### config.mk
export PLATFORM = sky130hd
export DESIGN_NAME = flow_hash_backend_select_top
export DESIGN_NICKNAME = d
export VERILOG_FILES = /design/src/design/fhbs_pkg.sv /design/src/design/fhbs_ram.sv /design/src/design/fhbs_ctrl.sv /design/src/design/fhbs_datapath.sv /design/src/design/flow_hash_backend_select_top.sv
export SDC_FILE = /design/constraint.sdc
export NUM_CORES = 2
export LEC_CHECK = 0
export BUFFER_PORTS_ARGS = -buffer_cell sky130_fd_sc_hd__clkbuf_2
export CORE_AREA = 2 2 556 558
export DETAILED_ROUTE_END_ITERATION = 8
export DIE_AREA = 0 0 558 560
export PLACE_DENSITY = 0.72
export SLEW_MARGIN = 15
export SYNTH_ARGS = -nofsm -noshare
export SYNTH_HDL_FRONTEND = slang
export SYNTH_SLANG_ARGS = --single-unit
### constraint.sdc
create_clock -name clock -period 9 [get_ports clock]
set_input_delay 1.8 -clock clock [delete_from_list [all_inputs] [get_ports clock]]
set_output_delay 1.8 -clock clock [all_outputs]
set_load 0.005 [all_outputs]
### src/design/fhbs_pkg.sv
`timescale 1ns / 1ps

package fhbs_pkg;

   localparam int DEFAULT_TABLE_DEPTH  = 1024;
   localparam int DEFAULT_MAX_BACKENDS = 16;

   localparam int HASH_W = 32;
   localparam int POS_W  = 6;
   localparam int ETYPE_W = 16;
   localparam int BYTE_W = 8;
   localparam int ID_W = 32;

   localparam logic MODE_TABLE = 1'b0;
   localparam logic MODE_BYTE  = 1'b1;

   localparam logic [HASH_W-1:0]  HASH_SEED = 32'd5381;
   localparam logic [ETYPE_W-1:0] ETH_IPV4  = 16'h0800;
   localparam logic [ETYPE_W-1:0] ETH_IPV6  = 16'h86dd;
   localparam logic [POS_W-1:0]   V4_START  = 6'd12;
   localparam logic [POS_W:0]     V4_END    = 7'd20;
   localparam logic [POS_W-1:0]   V6_START  = 6'd8;
   localparam logic [POS_W:0]     V6_END    = 7'd40;
   localparam logic [POS_W-1:0]   POS_MAX   = 6'd63;
   localparam int TABLE_SIZE_RESET = 997;

   localparam int DIV_CNT_W = $clog2(HASH_W);

   typedef enum logic [1:0] {
      ST_IDLE,
      ST_DIVIDE,
      ST_READ,
      ST_DELIVER
   } fhbs_state_type;

   typedef struct packed {
      logic take;
      logic start;
      logic step;
      logic read;
      logic load;
   } fhbs_cmd_type;

endpackage

### src/design/fhbs_ram.sv
`timescale 1ns / 1ps

module fhbs_ram #(
   parameter int WIDTH = 4,
   parameter int DEPTH = 1024
) (
   input  logic                     clock,
   input  logic                     wr_en,
   input  logic [$clog2(DEPTH)-1:0] wr_addr,
   input  logic [WIDTH-1:0]         wr_data,
   input  logic                     rd_en,
   input  logic [$clog2(DEPTH)-1:0] rd_addr,
   output logic [WIDTH-1:0]         rd_data
);

   logic [WIDTH-1:0] mem_ff [DEPTH];
   logic [WIDTH-1:0] rd_data_ff;

   always_ff @(posedge clock) begin
      if (wr_en) begin
         mem_ff[wr_addr] <= wr_data;
      end
      if (rd_en) begin
         rd_data_ff <= mem_ff[rd_addr];
      end
   end

   assign rd_data = rd_data_ff;

endmodule

### src/design/fhbs_ctrl.sv
`timescale 1ns / 1ps

module fhbs_ctrl import fhbs_pkg::*; (
   input  logic         clock,
   input  logic         reset,
   input  logic         req_valid,
   input  logic         req_mode,
   input  logic         req_byte_last,
   output logic         req_stall,
   input  logic         rsp_stall,
   output logic         rsp_valid,
   output fhbs_cmd_type cmd
);

   fhbs_state_type       state_ff, state_in;
   logic [DIV_CNT_W-1:0] count_ff, count_in;
   logic                 rsp_valid_ff, rsp_valid_in;
   logic                 out_free;

   always_ff @(posedge clock) begin
      if (reset) begin
         state_ff     <= ST_IDLE;
         count_ff     <= '0;
         rsp_valid_ff <= 1'b0;
      end else begin
         state_ff     <= state_in;
         count_ff     <= count_in;
         rsp_valid_ff <= rsp_valid_in;
      end
   end

   assign out_free = !rsp_valid_ff || !rsp_stall;

   always_comb begin
      state_in = state_ff;
      count_in = count_ff;
      cmd      = '0;
      unique case (state_ff)
         ST_IDLE: begin
            cmd.take  = req_valid;
            cmd.start = req_valid && (req_mode == MODE_BYTE) && req_byte_last;
            if (cmd.start) begin
               state_in = ST_DIVIDE;
               count_in = '0;
            end
         end
         ST_DIVIDE: begin
            cmd.step = 1'b1;
            count_in = count_ff + 1'b1;
            if (count_ff == DIV_CNT_W'(HASH_W - 1)) begin
               state_in = ST_READ;
            end
         end
         ST_READ: begin
            cmd.read = 1'b1;
            state_in = ST_DELIVER;
         end
         ST_DELIVER: begin
            if (out_free) begin
               cmd.load = 1'b1;
               state_in = ST_IDLE;
            end
         end
         default: begin
            state_in = ST_IDLE;
         end
      endcase
   end

   always_comb begin
      if (cmd.load) begin
         rsp_valid_in = 1'b1;
      end else if (!rsp_stall) begin
         rsp_valid_in = 1'b0;
      end else begin
         rsp_valid_in = rsp_valid_ff;
      end
   end

   assign req_stall = (state_ff != ST_IDLE);
   assign rsp_valid = rsp_valid_ff;

endmodule

### src/design/fhbs_datapath.sv
`timescale 1ns / 1ps

module fhbs_datapath import fhbs_pkg::*; #(
   parameter int TABLE_DEPTH  = DEFAULT_TABLE_DEPTH,
   parameter int MAX_BACKENDS = DEFAULT_MAX_BACKENDS,
   localparam int AW = $clog2(TABLE_DEPTH),
   localparam int TW = AW + 1,
   localparam int VW = $clog2(MAX_BACKENDS),
   localparam int MW = VW + 1
) (
   input  logic               clock,
   input  logic               reset,
   input  fhbs_cmd_type       cmd,
   input  logic               csr_wr_en,
   input  logic [TW-1:0]      csr_wr_data,
   input  logic               req_mode,
   input  logic [AW-1:0]      req_table_index,
   input  logic [VW-1:0]      req_table_value,
   input  logic [ETYPE_W-1:0] req_ether_type,
   input  logic [BYTE_W-1:0]  req_payload_byte,
   input  logic [ID_W-1:0]    req_queue_id,
   output logic [ID_W-1:0]    rsp_verdict_id,
   output logic [MW-1:0]      rsp_mark,
   output logic               rsp_protocol_ok,
   output logic               rsp_short_packet
);

   localparam int SIZE_RESET =
      (TABLE_SIZE_RESET > TABLE_DEPTH) ? TABLE_DEPTH : TABLE_SIZE_RESET;

   logic [TW-1:0]     size_ff;
   logic [HASH_W-1:0] hash_ff, hash_in;
   logic [POS_W-1:0]  pos_ff, pos_in;
   logic [HASH_W-1:0] dividend_ff, dividend_in;
   logic [TW-1:0]     rem_ff, rem_in;
   logic [TW-1:0]     divisor_ff, divisor_in;
   logic [ID_W-1:0]   pid_ff, pid_in;
   logic              known_ff, known_in;
   logic              short_ff, short_in;
   logic [ID_W-1:0]   verdict_ff;
   logic [MW-1:0]     mark_ff;
   logic              ok_ff;
   logic              short_out_ff;

   logic              known;
   logic [POS_W-1:0]  win_lo;
   logic [POS_W:0]    win_hi;
   logic              in_win;
   logic [HASH_W-1:0] hash_upd;
   logic [TW-1:0]     eff_size;
   logic [TW:0]       shifted;
   logic              tbl_wr_en;
   logic [VW-1:0]     tbl_wr_data;
   logic [VW-1:0]     tbl_rd_data;

   always_ff @(posedge clock) begin
      if (reset) begin
         size_ff <= TW'(SIZE_RESET);
         hash_ff <= HASH_SEED;
         pos_ff  <= '0;
      end else begin
         if (csr_wr_en) begin
            size_ff <= csr_wr_data;
         end
         hash_ff <= hash_in;
         pos_ff  <= pos_in;
      end
   end

   always_comb begin
      known  = 1'b1;
      win_lo = '0;
      win_hi = '0;
      if (req_ether_type == ETH_IPV4) begin
         win_lo = V4_START;
         win_hi = V4_END;
      end else if (req_ether_type == ETH_IPV6) begin
         win_lo = V6_START;
         win_hi = V6_END;
      end else begin
         known = 1'b0;
      end
   end

   assign in_win   = known && (pos_ff >= win_lo) && ({1'b0, pos_ff} < win_hi);
   assign hash_upd = in_win
      ? (hash_ff << 5) + hash_ff + HASH_W'(req_payload_byte)
      : hash_ff;

   always_comb begin
      if (size_ff == '0) begin
         eff_size = TW'(1);
      end else if (32'(size_ff) > 32'(TABLE_DEPTH)) begin
         eff_size = TW'(TABLE_DEPTH);
      end else begin
         eff_size = size_ff;
      end
   end

   assign shifted = {rem_ff, dividend_ff[HASH_W-1]};

   always_comb begin
      hash_in     = hash_ff;
      pos_in      = pos_ff;
      dividend_in = dividend_ff;
      rem_in      = rem_ff;
      divisor_in  = divisor_ff;
      pid_in      = pid_ff;
      known_in    = known_ff;
      short_in    = short_ff;
      if (cmd.start) begin
         dividend_in = hash_upd;
         rem_in      = '0;
         divisor_in  = eff_size;
         pid_in      = req_queue_id;
         known_in    = known;
         short_in    = known && (({1'b0, pos_ff} + 1'b1) < win_hi);
         hash_in     = HASH_SEED;
         pos_in      = '0;
      end else if (cmd.take && (req_mode == MODE_BYTE)) begin
         hash_in = hash_upd;
         if (pos_ff < POS_MAX) begin
            pos_in = pos_ff + 1'b1;
         end
      end
      if (cmd.step) begin
         dividend_in = dividend_ff << 1;
         if (shifted >= {1'b0, divisor_ff}) begin
            rem_in = TW'(shifted - {1'b0, divisor_ff});
         end else begin
            rem_in = shifted[TW-1:0];
         end
      end
   end

   always_ff @(posedge clock) begin
      dividend_ff <= dividend_in;
      rem_ff      <= rem_in;
      divisor_ff  <= divisor_in;
      pid_ff      <= pid_in;
      known_ff    <= known_in;
      short_ff    <= short_in;
      if (cmd.load) begin
         verdict_ff   <= pid_ff;
         mark_ff      <= known_ff ? MW'(tbl_rd_data) + MW'(1) : '0;
         ok_ff        <= known_ff;
         short_out_ff <= short_ff;
      end
   end

   assign tbl_wr_en   = cmd.take && (req_mode == MODE_TABLE)
      && (32'(req_table_index) < 32'(TABLE_DEPTH));
   assign tbl_wr_data = (32'(req_table_value) >= 32'(MAX_BACKENDS))
      ? VW'(MAX_BACKENDS - 1) : req_table_value;

   fhbs_ram #(
      .WIDTH (VW),
      .DEPTH (TABLE_DEPTH)
   ) u_table (
      .clock   (clock),
      .wr_en   (tbl_wr_en),
      .wr_addr (req_table_index),
      .wr_data (tbl_wr_data),
      .rd_en   (cmd.read),
      .rd_addr (rem_ff[AW-1:0]),
      .rd_data (tbl_rd_data)
   );

   assign rsp_verdict_id   = verdict_ff;
   assign rsp_mark         = mark_ff;
   assign rsp_protocol_ok  = ok_ff;
   assign rsp_short_packet = short_out_ff;

endmodule

### src/design/flow_hash_backend_select_top.sv
`timescale 1ns / 1ps
// Channel   Direction  Handshake          Moves
// req_      in         req_valid/stall    one table write or one payload byte
// rsp_      out        rsp_valid/stall    one verdict per last payload byte
// csr_      in         csr_wr_en          table size
//
// A table write or a non-final payload byte is taken without raising req_stall.
// A final byte starts a remainder loop (one quotient bit per cycle),
// then a table read; req_stall stays high through the loop, read and delivery.
// The result sits in an output register while the next packet streams in.
// If rsp_stall holds the previous result, req_stall stays high until it drains.
// Reset is synchronous; the lookup table holds no defined contents after it.

module flow_hash_backend_select_top import fhbs_pkg::*; #(
   parameter int TABLE_DEPTH  = DEFAULT_TABLE_DEPTH,
   parameter int MAX_BACKENDS = DEFAULT_MAX_BACKENDS,
   localparam int AW = $clog2(TABLE_DEPTH),
   localparam int TW = AW + 1,
   localparam int VW = $clog2(MAX_BACKENDS),
   localparam int MW = VW + 1
) (
   input  logic               clock,
   input  logic               reset,
   input  logic               csr_wr_en,
   input  logic [TW-1:0]      csr_wr_data,
   input  logic               req_valid,
   output logic               req_stall,
   input  logic               req_mode,
   input  logic [AW-1:0]      req_table_index,
   input  logic [VW-1:0]      req_table_value,
   input  logic [ETYPE_W-1:0] req_ether_type,
   input  logic [BYTE_W-1:0]  req_payload_byte,
   input  logic               req_byte_last,
   input  logic [ID_W-1:0]    req_queue_id,
   output logic               rsp_valid,
   input  logic               rsp_stall,
   output logic [ID_W-1:0]    rsp_verdict_id,
   output logic [MW-1:0]      rsp_mark,
   output logic               rsp_protocol_ok,
   output logic               rsp_short_packet
);

   fhbs_cmd_type cmd;

   fhbs_ctrl u_ctrl (
      .clock         (clock),
      .reset         (reset),
      .req_valid     (req_valid),
      .req_mode      (req_mode),
      .req_byte_last (req_byte_last),
      .req_stall     (req_stall),
      .rsp_stall     (rsp_stall),
      .rsp_valid     (rsp_valid),
      .cmd           (cmd)
   );

   fhbs_datapath #(
      .TABLE_DEPTH  (TABLE_DEPTH),
      .MAX_BACKENDS (MAX_BACKENDS)
   ) u_datapath (
      .clock            (clock),
      .reset            (reset),
      .cmd              (cmd),
      .csr_wr_en        (csr_wr_en),
      .csr_wr_data      (csr_wr_data),
      .req_mode         (req_mode),
      .req_table_index  (req_table_index),
      .req_table_value  (req_table_value),
      .req_ether_type   (req_ether_type),
      .req_payload_byte (req_payload_byte),
      .req_queue_id     (req_queue_id),
      .rsp_verdict_id   (rsp_verdict_id),
      .rsp_mark         (rsp_mark),
      .rsp_protocol_ok  (rsp_protocol_ok),
      .rsp_short_packet (rsp_short_packet)
   );

endmodule

Word level (Yosys, flattened, before mapping). Memory sizes are Yosys's and may differ from the RTL's. A register that Yosys moved wholly into a read port is not among the register bits. Cells that the tools add are included.

Flip-flop bits (word level): 184. Bits in writable memories: 4096. Output and inout port bits: 41. Logic and storage cells: 91. Memories: 1.

Add/sub/neg operators: 7. $lt $le $gt $ge: 6. Equal/unequal tests: 10. Multiplexer cells: 28. Bitwise operators: 1. Reduce and logical (&&, ||, !) cells: 20.

Memory list: u_datapath.u_table.mem_ff (depth 1024, bits a word 4, rd ports 1, clocked after memory_dff 1, wr ports 1, line fhbs_ram.sv:16) `logic [WIDTH-1:0] mem_ff [DEPTH];`.

Operator list (number): $mux W32 (3); $mux W11 (4); $add A32 B32 Y32 (1); $add A32 B8 Y32 (1); $eq A16 B12 Y1 const B (1); $eq A16 B16 Y1 const B (1); $ge A12 B11 Y1 (1); $mux W6 (2); $gt A11 B11 Y1 const B (1); $logic_not A11 Y1 (1); $sub A11 B11 Y11 (1); $mux W1 (10); $pmux W5 S2 (1); $mux W2 (4); $ne A2 B1 Y1 const B (4); $pmux W2 S4 (1); $add A6 B1 Y7 const B (1); $logic_and A1 B1 Y1 (7); $lt A6 B7 Y1 (1); $lt A7 B7 Y1 (1); $mux W7 (1); $add A6 B1 Y6 const B (1); $ge A6 B6 Y1 (1); $lt A6 B6 Y1 const B (1); 15 further kinds (21).

Logic depth before layout (Yosys ltp).
Depth after elaboration: 9. Depth in mapped cells: 20.

By module. A second synthesis with hierarchy kept.

Cell total of the unflattened synthesis: 9215. Area, all modules: 172062.5 um^2.

Modules (own cells, without submodules): fhbs_ram (instances 1, cells each 8290, area each 162138.0 um^2); fhbs_datapath (instances 1, cells each 864, area each 9384.0 um^2); fhbs_ctrl (instances 1, cells each 61, area each 540.5 um^2).

Worst setup path before layout. Ideal clock, no wire load.

Path kind: input -> register. From: in rsp_stall. To: reg u_datapath.mark_ff[0] (netlist: u_datapath.rsp_mark[0]) (enable). Setup time: 495 ps. Data arrival time: 4678 ps. Required time: 8505 ps. Slack: 3827 ps. Stages on the path: 1. Buffers on the path: 0. Path through: a21boi_0.

Cells in the longest elaborated chain, start to end: 4.

Ends and longest elaborated chain: start, declared (line flow_hash_backend_select_top.sv:36) `input logic rsp_stall,`; $logic_not A1 Y1 (line fhbs_ctrl.sv:32) `assign out_free = !rsp_valid_ff || !rsp_stall;`; $logic_or A1 B1 Y1 (line fhbs_ctrl.sv:32); $mux W1 (line fhbs_ctrl.sv:59) `if (out_free) begin`; $mux W1 (line fhbs_ctrl.sv:38) `unique case (state_ff)`; end signal, assigned (line fhbs_datapath.sv:145) `mark_ff <= known_ff ? MW'(tbl_rd_data) + MW'(1) : '0;`; end, declared (line fhbs_datapath.sv:41) `logic [MW-1:0] mark_ff;`.

No other way between the ends. A chain may end at the register's enable or synchronous reset.

==> flow_summary_export.csv <==
group,metric,value,unit
status,outcome,"finished clean",
drt,drtPass1Iterations,8,
floorplan,fp-row-count,204,
grt,grt_max_degree,252,
critical_path,worstPathRequired,9670,ps
finish,multi_input_comb_area,0.04028,sq mm
finish,finalNetCount,8895,
grt,grt_antenna_before_repair,18,
critical_path,path_cells,"buf_4 > buf_4 > buf_12 > mux4_2 > mux4_2 > o21ai_0 > or3_1 > a311o_1 > a21oi_1 > a21oi_1 > o2111ai_1",
power,p_switching,14.47,mW
place,io_buffers,128,
clock_network,cts_setup_buffers,0,
synth,synth-edff-count,4226,
power,seqPwrFrac,42.9,%
timing,worst_slew_pin_slew,1304,ps
power,power_leakage,58.62,nW
critical_path,crit_slowest_cell,"o21ai_0",
finish,layout-drive-gt1-share,24.20,%
synth,synth_top_flop_cell,"edfxtp_1",
grt,grt_pass1_wl,623900,microns
critical_path,max_stage_delay,890,ps
floorplan,die_area,0.3125,sq mm
power,p_sw_share,28.00,%
synth,synth_area,0.1712,sq mm
critical_path,end_kind,"register",
synth,yosys_warnings,0,
timing,rsz0062_at_grt,"false",
floorplan,initial_utilization,55.76,%
power,peakVddDrop,0.3032,mV
finish,fillers,20600,
synth,synth.largest_area_cell,"edfxtp_1",
finish,final_core_util,61.87,%
clock_network,cts_hold_buf,0,
drt,drt_iter0_markers,13730,
drt,finalWirelength,433500,microns
floorplan,num_io_pins,129,
timing,fin_setup_tns,0,ps
finish,design_area,0.1900,sq mm
synth,synth_area_per_cell,20.03,sq um
finish,syn2layout_area_growth,10.95,%
clock_network,clockBufferDepth,4,
critical_path,path_class,"reg -> reg",
power,p_comb_share,23.1,%
clock_network,post_cts_resized,0,
synth,synth.top_cell.area_share,74.11,%
critical_path,startpoint_type,"register",
synth,syn-instance-count,8547,
timing,fin_crit,5210,ps
drt,drc_errors,0,
synth,ys_ff_latch,4284,
grt,met1_usage,38.97,%
timing,hold_violations,0,
place,postPlaceCellArea,0.1761,sq mm
drt,drtAntennaViolNets,0,
grt,grt_most_used_layer,"met2",
grt,use_met3,5.871,%
power,powerDensity,272.0,mW/mm^2
drt,routed_via_density,6.634,
clock_network,clk_latency,990,ps
timing,post-route-period-util,57.89,%
clock_network,cts_made_buffers,411,
synth,yosysMostFrequentCell,"edfxtp_1",
floorplan,die_y,560,microns
timing,drv_slew,0,
timing,fmax,191.9,MHz
min_path,hold_path.class,"reg -> reg",
clock_network,clkSlewWorstSetupHoldPaths,60,ps
grt,grt_use_met2,44.06,%
synth,synthTopCellsByCount,"edfxtp_1, mux4_2, nor2_1, nand2_1, clkbuf_1",
finish,seq_area,0.1281,sq mm
grt,grt_pass1_vias,87220,
place,routabilityCongestion,0.8668,
drt,detail_route.wl_per_cell,32.86,microns
critical_path,crit_buf_inv,3,
critical_path,critPathMaxFanout,119,
power,p_int,37.21,mW
critical_path,regToRegSetupSlack,3790,ps
synth,synthDistinctLibCells,80,
place,hpwlAfterDp,254000,microns
grt,grt_use_total,27.76,%
synth,syn_nets,8727,
clock_network,cts-root-buf,"clkbuf_16",
drt,routed-via-count,87530,
critical_path,critPathTopFamily,"buffers and inverters",
floorplan,die_w,558,microns
timing,slew_headroom,13.07,%
synth,ys_seq_area_share,74.79,%
synth,async_flop_share,0,%
synth,yosys-top-cells-area,"edfxtp_1, mux4_2, nor2_1, mux2i_1, dfxtp_1",
clock_network,cts_tree,"yes",
clock_network,htreeDepth,5,
run,cap_violations,0,
timing,fin_worst_skew,61.43,ps
clock_network,cts.sink_count,4284,
power,clockPowerShare,34.0,%
critical_path,worstPathArrival,5890,ps
timing,setup_viol,0,
grt,grt-ovfl-total,0,
floorplan,core,0.3071,sq mm
## final timing paths
path                                                 endpoint  cells after the start                  start
worst max register to register  u_datapath.u_table.rd_data[2]                     11   u_datapath.rem_ff[1]
worst min-delay path            u_datapath.rsp_verdict_id[14]                      0  u_datapath.pid_ff[14]
worst max-delay path            u_datapath.u_table.rd_data[2]                     11   u_datapath.rem_ff[1]
worst min register to register  u_datapath.rsp_verdict_id[14]                      0  u_datapath.pid_ff[14]
## final cells by class
cell class / count / area share, %
Timing Repair Buffer: 324 / 1.334
Inverter: 43 / 0.09023
Clock buffer: 465 / 5.565
Multi-Input combinational cell: 3651 / 21.20
Antenna cell: 11 / 0.01449
Sequential cell: 4284 / 67.41
Tap cell: 4120 / 2.714
Clock inverter: 296 / 1.669
## logic make-up (layout without fill, tap and decap cells)
| logic type | count (synthesis) | in the layout | synth area share [%] |
|---|---|---|---|
| DFF | 4284 | 4284 | 74.79 |
| AOI/OAI and AO/OA | 511 | 511 | 2.010 |
| buffers and inverters | 612 | 1128 | 1.959 |
| other | 0 | 11 | 0 |
| muxes | 1313 | 1313 | 16.23 |
| adders and majority gates | 92 | 92 | 0.6942 |
| and+or+nand+nor | 1694 | 1694 | 4.101 |
| xor gates and xnor gates | 41 | 41 | 0.2097 |
## metal layers
| layer | vias up | share of wire, % | routed length [microns] |
|---|---|---|---|
| li1 | 35170 | - | - |
| met1 | 45880 | 37 | 159700 |
| met2 | 5708 | 48 | 209900 |
| met3 | 768 | 11 | 49030 |
| met4 | 6 | 3.4 | 14850 |
| met5 | - | 0.012 | 50 |
## power by group through the flow
stage / Clock [mW] / Combinational [mW] / Sequential (mW)
after detailed placement: 0 / 11.9 / 22.6
final: 17.6 / 11.9 / 22.2
after CTS: 17.7 / 11.9 / 22.2
after global placement: 0 / 11.7 / 22.6
after floorplan: 0 / 8.21 / 22.6
after global routing: 18.5 / 12.4 / 22.2
## layout by cell type, fill, tap and decap left out, drive strengths merged, types with 11 or more instances in the layout
cell type  Yosys  routed
xor2          22      22
bufinv         0      53
mux4        1167    1167
buf          337     200
clkinv         1     200
nand2        261     261
o211ai        30      30
or3           11      11
mux2i        136     136
clkinvlp       0      27
nand2b        20      20
a311oi        17      17
and2          12      12
a211o         12      12
nor3          45      45
a21o          17      17
diode          0      11
inv           42      59
nor4          11      11
a31oi         28      28
nor2b         64      64
ha            87      87
dfxtp         58      58
o22ai         39      39
a22oi         35      35
a211oi        55      55
o21ai         79      79
nand4         19      19
and3          12      12
edfxtp      4226    4226
nand3         63      63
nor2        1137    1137
a21oi        105     105
clkbuf       230     589
xnor2         19      19
## state kept, by name (all words and copies together), names as in the netlist, 2 cells and up
signal                      count
u_datapath.u_table.mem_ff    4096
u_datapath.size_ff             11
u_datapath.rem_ff              11
u_datapath.rsp_verdict_id      32
u_datapath.rsp_mark             5
u_datapath.pid_ff              32
u_ctrl.state_ff                 2
u_ctrl.count_ff                 5
u_datapath.pos_ff               6
u_datapath.dividend_ff         32
u_datapath.hash_ff             32
u_datapath.u_table.rd_data      4
u_datapath.divisor_ff          11
## metrics by stage
step | setup WS [ps] | instances | hold slack (ps) | power (mW)
3_3_place_gp | 3112 | 12420 | 400.6 | 34.33
6_report | 3790 | 13190 | 416.1 | 51.67
4_1_cts | 3916 | 13180 | 417.0 | 51.79
5_1_grt | 3621 | 13190 | 420.7 | 53.05
3_5_place_dp | 3260 | 12420 | 404.5 | 34.44
2_1_floorplan | 3827 | 8547 | 400.3 | 30.77
Power figures use the tool's default switching activity.
